[src/hdl/rtbl_pkg.sv]
// Shared types and constants for the request token bucket limiter.
package rtbl_pkg;

    localparam int unsigned LevelW   = 32;
    localparam int unsigned RateW    = 24;
    localparam int unsigned BurstW   = 16;
    localparam int unsigned RunW     = 17;
    localparam int unsigned TicksW   = 32;
    localparam int unsigned CfgDataW = 24;
    localparam int unsigned CfgIdxW  = 2;

    localparam logic [LevelW-1:0] ONE_TOKEN = 32'h0001_0000;
    localparam logic [RunW-1:0]   RUN_MAX   = 17'h1_0000;

    localparam logic [CfgIdxW-1:0] REG_LIMIT_ENABLE     = 2'd0;
    localparam logic [CfgIdxW-1:0] REG_RATE_PER_TICK    = 2'd1;
    localparam logic [CfgIdxW-1:0] REG_BURST_TOKENS     = 2'd2;
    localparam logic [CfgIdxW-1:0] REG_DISCONNECT_AFTER = 2'd3;

    localparam logic [1:0] VERDICT_GRANT      = 2'd0;
    localparam logic [1:0] VERDICT_GRANT_WAIT = 2'd1;
    localparam logic [1:0] VERDICT_DISCONNECT = 2'd2;

    typedef enum logic [2:0] {
        S_IDLE,
        S_MUL,
        S_CHECK,
        S_DIV,
        S_FIN,
        S_DONE
    } t_state;

endpackage

[src/hdl/request_token_bucket_limiter.sv]
// Request token bucket limiter: sequencer around one shared adder/subtractor.
//
// Each request takes one transfer in, then with policing enabled a bit-serial
// refill multiply (elapsed ticks times rate, one tick bit a cycle), a bucket
// update and verdict step, and for a delayed request a restoring division of
// the token deficit by the rate plus a finishing step; a final step moves the
// result to the output register once that register is free. With policing
// disabled a request goes straight to the final step. The multiply, update,
// division and finishing steps share a single 35-bit adder. The input
// side is ready only while the sequencer is idle; a finished result waits in
// the output register until it is taken, and the next request is accepted
// meanwhile. Configuration writes take effect at once and are meant for idle.
module request_token_bucket_limiter (
    input  logic        i_clk,
    input  logic        i_rst_n,
    input  logic        i_valid,
    output logic        o_ready,
    input  logic [31:0] i_elapsed_ticks,
    input  logic        i_new_connection,
    output logic        o_valid,
    input  logic        i_ready,
    output logic [1:0]  o_verdict,
    output logic [31:0] o_wait_ticks,
    output logic [16:0] o_delay_run,
    input  logic        i_cfg_we,
    input  logic [1:0]  i_cfg_index,
    input  logic [23:0] i_cfg_data
);

    rtbl_pkg::t_state r_state, n_state;

    logic        r_en;
    logic [23:0] r_rate;
    logic [15:0] r_burst;
    logic [15:0] r_disc;

    logic [31:0] r_level, n_level;
    logic [16:0] r_run, n_run;
    logic [4:0]  r_cnt, n_cnt;
    logic [31:0] r_opa, n_opa;
    logic [32:0] r_acc, n_acc;
    logic [23:0] r_rem, n_rem;
    logic [1:0]  r_pverdict, n_pverdict;
    logic [31:0] r_pwait, n_pwait;

    logic        r_ov, n_ov;
    logic [1:0]  r_overdict, n_overdict;
    logic [31:0] r_owait, n_owait;
    logic [16:0] r_orun, n_orun;

    logic [23:0] rate_eff;
    logic [15:0] burst_eff;
    logic [31:0] cap;
    logic [31:0] cap_m1;
    logic [33:0] add_a, add_b;
    logic        add_cin;
    logic [34:0] add_sum;
    logic [31:0] lvl;
    logic [16:0] run_inc;
    logic [31:0] fin_lvl;
    logic [31:0] rmr;
    logic        accept;

    assign rate_eff  = (r_rate == 24'd0) ? 24'd1 : r_rate;
    assign burst_eff = (r_burst == 16'd0) ? 16'd1 : r_burst;
    assign cap       = {burst_eff, 16'h0000};
    assign cap_m1    = {burst_eff - 16'd1, 16'h0000};
    assign accept    = i_valid && o_ready;

    assign o_ready      = (r_state == rtbl_pkg::S_IDLE);
    assign o_valid      = r_ov;
    assign o_verdict    = r_overdict;
    assign o_wait_ticks = r_owait;
    assign o_delay_run  = r_orun;

    // shared adder operand select
    always_comb begin
        add_a   = '0;
        add_b   = '0;
        add_cin = 1'b0;
        unique case (r_state)
            rtbl_pkg::S_MUL: begin
                add_a = {r_acc, 1'b0};
                add_b = r_opa[31] ? {10'd0, rate_eff} : 34'd0;
            end
            rtbl_pkg::S_CHECK: begin
                add_a = {2'd0, r_level};
                add_b = {1'b0, r_acc};
            end
            rtbl_pkg::S_DIV: begin
                add_a   = {9'd0, r_rem, r_opa[16]};
                add_b   = ~{10'd0, rate_eff};
                add_cin = 1'b1;
            end
            rtbl_pkg::S_FIN: begin
                add_a   = {10'd0, rate_eff};
                add_b   = ~{10'd0, r_rem};
                add_cin = 1'b1;
            end
            default: begin
                add_a   = '0;
                add_b   = '0;
                add_cin = 1'b0;
            end
        endcase
    end

    assign add_sum = {1'b0, add_a} + {1'b0, add_b} + {34'd0, add_cin};

    assign lvl     = (add_sum[33:0] > {2'd0, cap}) ? cap : add_sum[31:0];
    assign run_inc = (r_run == rtbl_pkg::RUN_MAX) ? r_run : r_run + 17'd1;
    assign rmr     = {8'd0, add_sum[23:0]};
    assign fin_lvl = (r_rem == 24'd0) ? 32'd0 : ((rmr > cap_m1) ? cap_m1 : rmr);

    always_comb begin
        n_state    = r_state;
        n_level    = r_level;
        n_run      = r_run;
        n_cnt      = r_cnt;
        n_opa      = r_opa;
        n_acc      = r_acc;
        n_rem      = r_rem;
        n_pverdict = r_pverdict;
        n_pwait    = r_pwait;
        n_ov       = r_ov && !i_ready;
        n_overdict = r_overdict;
        n_owait    = r_owait;
        n_orun     = r_orun;
        unique case (r_state)
            rtbl_pkg::S_IDLE: begin
                if (accept) begin
                    if (i_new_connection) begin
                        n_level = cap;
                        n_run   = '0;
                    end
                    n_opa      = i_elapsed_ticks;
                    n_acc      = '0;
                    n_cnt      = 5'd31;
                    n_pverdict = rtbl_pkg::VERDICT_GRANT;
                    n_pwait    = '0;
                    n_state    = r_en ? rtbl_pkg::S_MUL : rtbl_pkg::S_DONE;
                end
            end
            rtbl_pkg::S_MUL: begin
                n_acc = (add_sum[33:32] != 2'd0) ? 33'h1_0000_0000 : {1'b0, add_sum[31:0]};
                n_opa = {r_opa[30:0], 1'b0};
                n_cnt = r_cnt - 5'd1;
                if (r_cnt == 5'd0) begin
                    n_state = rtbl_pkg::S_CHECK;
                end
            end
            rtbl_pkg::S_CHECK: begin
                if (lvl >= rtbl_pkg::ONE_TOKEN) begin
                    n_level = lvl - rtbl_pkg::ONE_TOKEN;
                    n_run   = '0;
                    n_state = rtbl_pkg::S_DONE;
                end else begin
                    n_level = lvl;
                    n_run   = run_inc;
                    if (run_inc > {1'b0, r_disc}) begin
                        n_pverdict = rtbl_pkg::VERDICT_DISCONNECT;
                        n_state    = rtbl_pkg::S_DONE;
                    end else begin
                        n_opa   = {15'd0, 17'h1_0000 - lvl[16:0]};
                        n_rem   = '0;
                        n_cnt   = 5'd16;
                        n_state = rtbl_pkg::S_DIV;
                    end
                end
            end
            rtbl_pkg::S_DIV: begin
                n_rem = add_sum[34] ? add_sum[23:0] : add_a[23:0];
                n_opa = {15'd0, r_opa[15:0], add_sum[34]};
                n_cnt = r_cnt - 5'd1;
                if (r_cnt == 5'd0) begin
                    n_state = rtbl_pkg::S_FIN;
                end
            end
            rtbl_pkg::S_FIN: begin
                n_pwait    = {15'd0, r_opa[16:0]} + {31'd0, (r_rem != 24'd0)};
                n_pverdict = rtbl_pkg::VERDICT_GRANT_WAIT;
                n_level    = fin_lvl;
                n_state    = rtbl_pkg::S_DONE;
            end
            rtbl_pkg::S_DONE: begin
                if (!r_ov || i_ready) begin
                    n_ov       = 1'b1;
                    n_overdict = r_pverdict;
                    n_owait    = r_pwait;
                    n_orun     = r_run;
                    n_state    = rtbl_pkg::S_IDLE;
                end
            end
            default: begin
                n_state = rtbl_pkg::S_IDLE;
            end
        endcase
    end

    always_ff @(posedge i_clk) begin
        if (!i_rst_n) begin
            r_state <= rtbl_pkg::S_IDLE;
            r_ov    <= 1'b0;
            r_level <= '0;
            r_run   <= '0;
            r_en    <= 1'b0;
            r_rate  <= 24'h01_0000;
            r_burst <= 16'd1;
            r_disc  <= 16'd0;
        end else begin
            r_state <= n_state;
            r_ov    <= n_ov;
            r_level <= n_level;
            r_run   <= n_run;
            if (i_cfg_we) begin
                unique case (i_cfg_index)
                    rtbl_pkg::REG_LIMIT_ENABLE:     r_en    <= i_cfg_data[0];
                    rtbl_pkg::REG_RATE_PER_TICK:    r_rate  <= i_cfg_data;
                    rtbl_pkg::REG_BURST_TOKENS:     r_burst <= i_cfg_data[15:0];
                    rtbl_pkg::REG_DISCONNECT_AFTER: r_disc  <= i_cfg_data[15:0];
                    default: begin
                    end
                endcase
            end
        end
    end

    always_ff @(posedge i_clk) begin
        r_cnt      <= n_cnt;
        r_opa      <= n_opa;
        r_acc      <= n_acc;
        r_rem      <= n_rem;
        r_pverdict <= n_pverdict;
        r_pwait    <= n_pwait;
        r_overdict <= n_overdict;
        r_owait    <= n_owait;
        r_orun     <= n_orun;
    end

`ifndef SYNTHESIS
    a_wait_only_delayed: assert property (@(posedge i_clk) disable iff (!i_rst_n)
        (o_valid && (o_verdict != rtbl_pkg::VERDICT_GRANT_WAIT)) |-> (o_wait_ticks == 32'd0))
        else $error("wait reported without delayed grant");

    a_wait_range: assert property (@(posedge i_clk) disable iff (!i_rst_n)
        (o_valid && (o_verdict == rtbl_pkg::VERDICT_GRANT_WAIT))
            |-> ((o_wait_ticks != 32'd0) && (o_wait_ticks <= 32'h0001_0000)))
        else $error("delayed grant wait out of range");

    a_disc_run: assert property (@(posedge i_clk) disable iff (!i_rst_n)
        (o_valid && (o_verdict == rtbl_pkg::VERDICT_DISCONNECT)) |-> (o_delay_run != 17'd0))
        else $error("disconnect with empty delay run");

    a_busy_after_transfer: assert property (@(posedge i_clk) disable iff (!i_rst_n)
        (i_valid && o_ready) |=> !o_ready)
        else $error("input ready right after a transfer");

    a_verdict_code: assert property (@(posedge i_clk) disable iff (!i_rst_n)
        o_valid |-> (o_verdict != 2'd3))
        else $error("reserved verdict code");
`endif

endmodule

[config.mk]
export PLATFORM = sky130hd
export DESIGN_NAME = request_token_bucket_limiter
export DESIGN_NICKNAME = d
export VERILOG_FILES = /design/src/hdl/rtbl_pkg.sv /design/src/hdl/request_token_bucket_limiter.sv
export SDC_FILE = /design/constraint.sdc
export NUM_CORES = 1
export LEC_CHECK = 0
export BUFFER_PORTS_ARGS = -buffer_cell sky130_fd_sc_hd__buf_2
export CAP_MARGIN = 20
export CORE_MARGIN = 3
export CORE_UTILIZATION = 38
export CTS_CLUSTER_DIAMETER = 100
export DETAILED_ROUTE_END_ITERATION = 8
export GPL_ROUTABILITY_DRIVEN = 1
export GPL_TIMING_DRIVEN = 1
export PLACE_DENSITY_LB_ADDON = 0.08
export SETUP_SLACK_MARGIN = 0.4
export SYNTH_ARGS = -nofsm -noshare
export SYNTH_HDL_FRONTEND = slang
export SYNTH_SLANG_ARGS = --single-unit
export TNS_END_PERCENT = 50
[constraint.sdc]
create_clock -name i_clk -period 9.5 [get_ports i_clk]
set_input_delay 0.95 -clock i_clk [delete_from_list [all_inputs] [get_ports i_clk]]
set_output_delay 0.95 -clock i_clk [all_outputs]
set_load 0.01 [all_outputs]
==> flow_metrics.tcl <==
set metrics [dict create \
    outcome "complete, no violations" \
    rsz_0062_raised_after_global_routing "false" \
    postSynthCellCount 1961 \
    layout-drive-gt1-share_pct 13.3 \
    synthToLayoutAreaGrowth_pct 13.9 \
    syn_area_mm2 0.0171 \
    ys_seq_area_share_pct 39.4 \
    finalWorstPathRequiredPeriod_ns 8.61 \
    holdCritPathClass "register to register" \
    antenna_left 0 \
    cap_viol_max_count 0 \
    cts-root-buf "sky130_fd_sc_hd__clkbuf_16" \
    critPathRequiredTime_ns 9.70 \
    io_buffers 102 \
    via_per_inst 5.97 \
    synth_fa_ha_area_share_pct 6.31 \
    ys_types 102 \
    grt_first_pass_wirelength_um 95700 \
    initial_core_util_pct 38.6 \
    final_max_tran_viols 0 \
    synth_simple_gate_area_share_pct 18.5 \
    yosys-mux-area-fraction_pct 3.02 \
    async_reset_ff_share_pct 0 \
    worstSetupEndpointType "register" \
    synth_xor_area_share_pct 3.43 \
    place_area_mm2 0.0184 \
    critPathKind "register to register" \
    overall_die_area_mm2 0.0476 \
    chipWidth_um 218 \
    cts.sink_count 261 \
    gp_routability_congestion 0.949 \
    power.static_leakage_nw 7.44 \
    finish.net_count 2195 \
    critical_path.startpoint_type "register" \
    synthDominantCellAreaShare_pct 26.5 \
    filler_cell_count 4413 \
    main_combinational_cell_family_by_area_after_synthesis "compound AO/OA/AOI/OAI gates" \
    holdBufCountCts 0 \
    clk_latency_ns 0.55 \
    post_synth.cell_area_avg_um2 8.72 \
    drc 0 \
    yosysMostFrequentCell "sky130_fd_sc_hd__nand2_1" \
    cts_max_level 2 \
    powerDensity_mw_per_mm2 209 \
    clock_tree_from_tritoncts "done" \
    finalSetupViolations 0 \
    complex_gate_fraction_of_the_synthesized_area_pct 24.1 \
    vias 15920 \
    first_pass_iters 6 \
    totalWireLength_um 64400 \
    crit_path_max_fanout 41 \
    synth_enable_flop_cells 151 \
    cts_max_path_buffers 3 \
    synth_top_cell_by_area "sky130_fd_sc_hd__edfxtp_1" \
    grt.overflow.total 0 \
    fin_crit_sh_pct 90.6 \
    tightest_slew_ns 1.10 \
    ys_dominant_reg_cell "sky130_fd_sc_hd__edfxtp_1" \
    yosys-top-cells-area "sky130_fd_sc_hd__edfxtp_1, sky130_fd_sc_hd__dfxtp_1, sky130_fd_sc_hd__ha_1, sky130_fd_sc_hd__nand2_1, sky130_fd_sc_hd__a21oi_1" \
    detail_route.wl_per_cell_um 24.1 \
    grt_pass1_vias 15185 \
    number_of_warnings_reported_in_the_yosys_synthesis_log 0 \
    dp.final_hpwl_um 47600 \
    synth_seq_cells 261 \
    drt_iter0_drc 1843 \
    worstPathArrival_ns 8.81 \
    p_total_mw 4.07 \
    synth.cells.most_frequent "sky130_fd_sc_hd__nand2_1, sky130_fd_sc_hd__nor2_1, sky130_fd_sc_hd__edfxtp_1" \
    clkSlewWorstSetupHoldPaths_ns 0.06 \
    worst_case_clock_skew_ns 0.0192 \
    fin_area_mm2 0.0195 \
    rows 77 \
    gr-usage-all-layers_pct 26.5 \
    i_o_pin_count 117 \
    core_area_mm2 0.0443 \
    final-hold-violation-count 0 \
    grt_max_degree 65 \
    antenna_violations_before_repair 2 \
    cts_buffers 35 \
    fin_setup_tns_ns 0 \
    timing_limited_maximum_frequency_mhz 116 \
    slew_headroom_pct 25.9 \
    fp.dieH_um 218 \
    irDropWorstVdd_mv 0.122 \
]
per-stage QoR:
step | utilization, % | worst slack (ns) | std cells | hold slack [ns]
2_1_floorplan | - | 1.02 | 1974 | 0.400
3_3_place_gp | 41.4 | 0.935 | 2596 | 0.402
3_5_place_dp | 41.4 | 0.758 | 2597 | 0.405
4_1_cts | 43.8 | 0.737 | 2660 | 0.418
5_1_grt | 43.9 | 0.422 | 2664 | 0.423
6_report | 43.9 | 0.889 | 2667 | 0.417
sequential cells by signal, indices dropped and copies added (netlist names):
| name | count |
|---|---|
| r_acc | 33 |
| r_level | 32 |
| r_opa | 32 |
| r_rate | 24 |
| r_rem | 24 |
| o_wait_ticks | 18 |
| r_pwait | 18 |
| o_delay_run | 17 |
| r_run | 17 |
| r_burst | 16 |
| r_disc | 16 |
| r_cnt | 5 |
| r_state | 3 |
| o_verdict | 2 |
| r_pverdict | 2 |
| o_valid | 1 |
| r_en | 1 |
timing repair:
item | 4_1_cts | 5_1_grt
buffers inserted | 0 | 2
resized for setup | 0 | 3
setup endpoints to repair | 0 | 44
path summary, 6_finish.rpt:
path,startpoint,end,slack (ns),depth (start not counted)
worst min-delay path,r_pwait[16]$_SDFFCE_PN0P_,o_wait_ticks[16]$_DFFE_PP_,0.42,0
worst max-delay path,r_state[0]$_SDFFE_PN0P_,r_opa[25]$_DFFE_PP_,0.89,26
worst max register to register,r_state[0]$_SDFFE_PN0P_,r_opa[25]$_DFFE_PP_,0.89,26
worst min register to register,r_pwait[16]$_SDFFCE_PN0P_,o_wait_ticks[16]$_DFFE_PP_,0.42,0
layout make-up:
cell class / count / area (µm²) / share of cell area (%)
diodes: 3 / 7.51 / 0.0386
clock buffers: 45 / 966 / 4.96
clock inverters: 18 / 88.8 / 0.456
inverters: 79 / 297 / 1.52
multi-input cells: 1500 / 9580 / 49.2
flip-flops and latches: 261 / 6740 / 34.6
well taps: 592 / 741 / 3.80
repair buffers: 169 / 1060 / 5.43
cells by family (layout without fill, tap and decap cells):
family | count (synthesis) | in the layout
AND/OR/NAND/NOR | 672 | 672
other | 1 | 17
buffers and inverters | 213 | 311
multiplexers | 51 | 51
adder cells (fa/ha/maj) | 85 | 85
flip-flops | 261 | 261
AO/OA/AOI/OAI | 612 | 612
XOR/XNOR | 66 | 66
worst max-delay path, stage by stage, from the launching register on:
cell and delay [ns]:
sky130_fd_sc_hd__dfxtp_2 0.64, sky130_fd_sc_hd__nand2_1 0.52, sky130_fd_sc_hd__buf_12 0.35, sky130_fd_sc_hd__o21ai_0 0.53, sky130_fd_sc_hd__ha_1 0.44, sky130_fd_sc_hd__a21oi_1 0.36
sky130_fd_sc_hd__o21ai_0 0.26, sky130_fd_sc_hd__nor2_1 0.16, sky130_fd_sc_hd__o211ai_1 0.15, sky130_fd_sc_hd__a31oi_1 0.30, sky130_fd_sc_hd__xnor2_1 0.20, sky130_fd_sc_hd__ha_1 0.35
sky130_fd_sc_hd__nand4_1 0.12, sky130_fd_sc_hd__or2_2 0.34, sky130_fd_sc_hd__or3_1 0.39, sky130_fd_sc_hd__a2111oi_1 0.35, sky130_fd_sc_hd__and4bb_1 0.28, sky130_fd_sc_hd__o21ba_1 0.24
sky130_fd_sc_hd__nor2_1 0.06, sky130_fd_sc_hd__a21oi_1 0.24, sky130_fd_sc_hd__ha_2 0.35, sky130_fd_sc_hd__and3_1 0.18, sky130_fd_sc_hd__nand4_1 0.18, sky130_fd_sc_hd__a32o_1 0.44
sky130_fd_sc_hd__o21ai_1 0.28, sky130_fd_sc_hd__and3_1 0.21, sky130_fd_sc_hd__buf_6 0.28
placed cells by master, fill, tap and decap left out, types with 34 or more instances in the layout:
cell and instances:
sky130_fd_sc_hd__buf_2 102, sky130_fd_sc_hd__o21ai_0 129, sky130_fd_sc_hd__a21oi_1 144, sky130_fd_sc_hd__buf_4 62, sky130_fd_sc_hd__ha_1 82, sky130_fd_sc_hd__xnor2_1 44
sky130_fd_sc_hd__a22oi_1 78, sky130_fd_sc_hd__clkbuf_16 37, sky130_fd_sc_hd__nand3_1 49, sky130_fd_sc_hd__mux2i_1 49, sky130_fd_sc_hd__edfxtp_1 151, sky130_fd_sc_hd__o22ai_1 34
sky130_fd_sc_hd__dfxtp_1 108, sky130_fd_sc_hd__nor2_1 170, sky130_fd_sc_hd__nand2_1 247, sky130_fd_sc_hd__inv_1 75
power breakdown:
part	total (mW)	leakage, nW	internal [mW]	switching [mW]
clock	1.24	0.516	0.717	0.525
combinational	1.43	4.54	0.486	0.943
sequential	1.40	2.38	1.32	0.0790
total	4.07	7.44	2.53	1.55
layer usage:
layer,global-route usage (%),vias up,wire length (µm)
met4,12.8,2,3230
met2,40.4,730,28100
met3,5.16,177,5150
met1,36.1,7599,27900
met5,0,-,20
li1,-,7412,-
(Power assumes the default switching activity.)
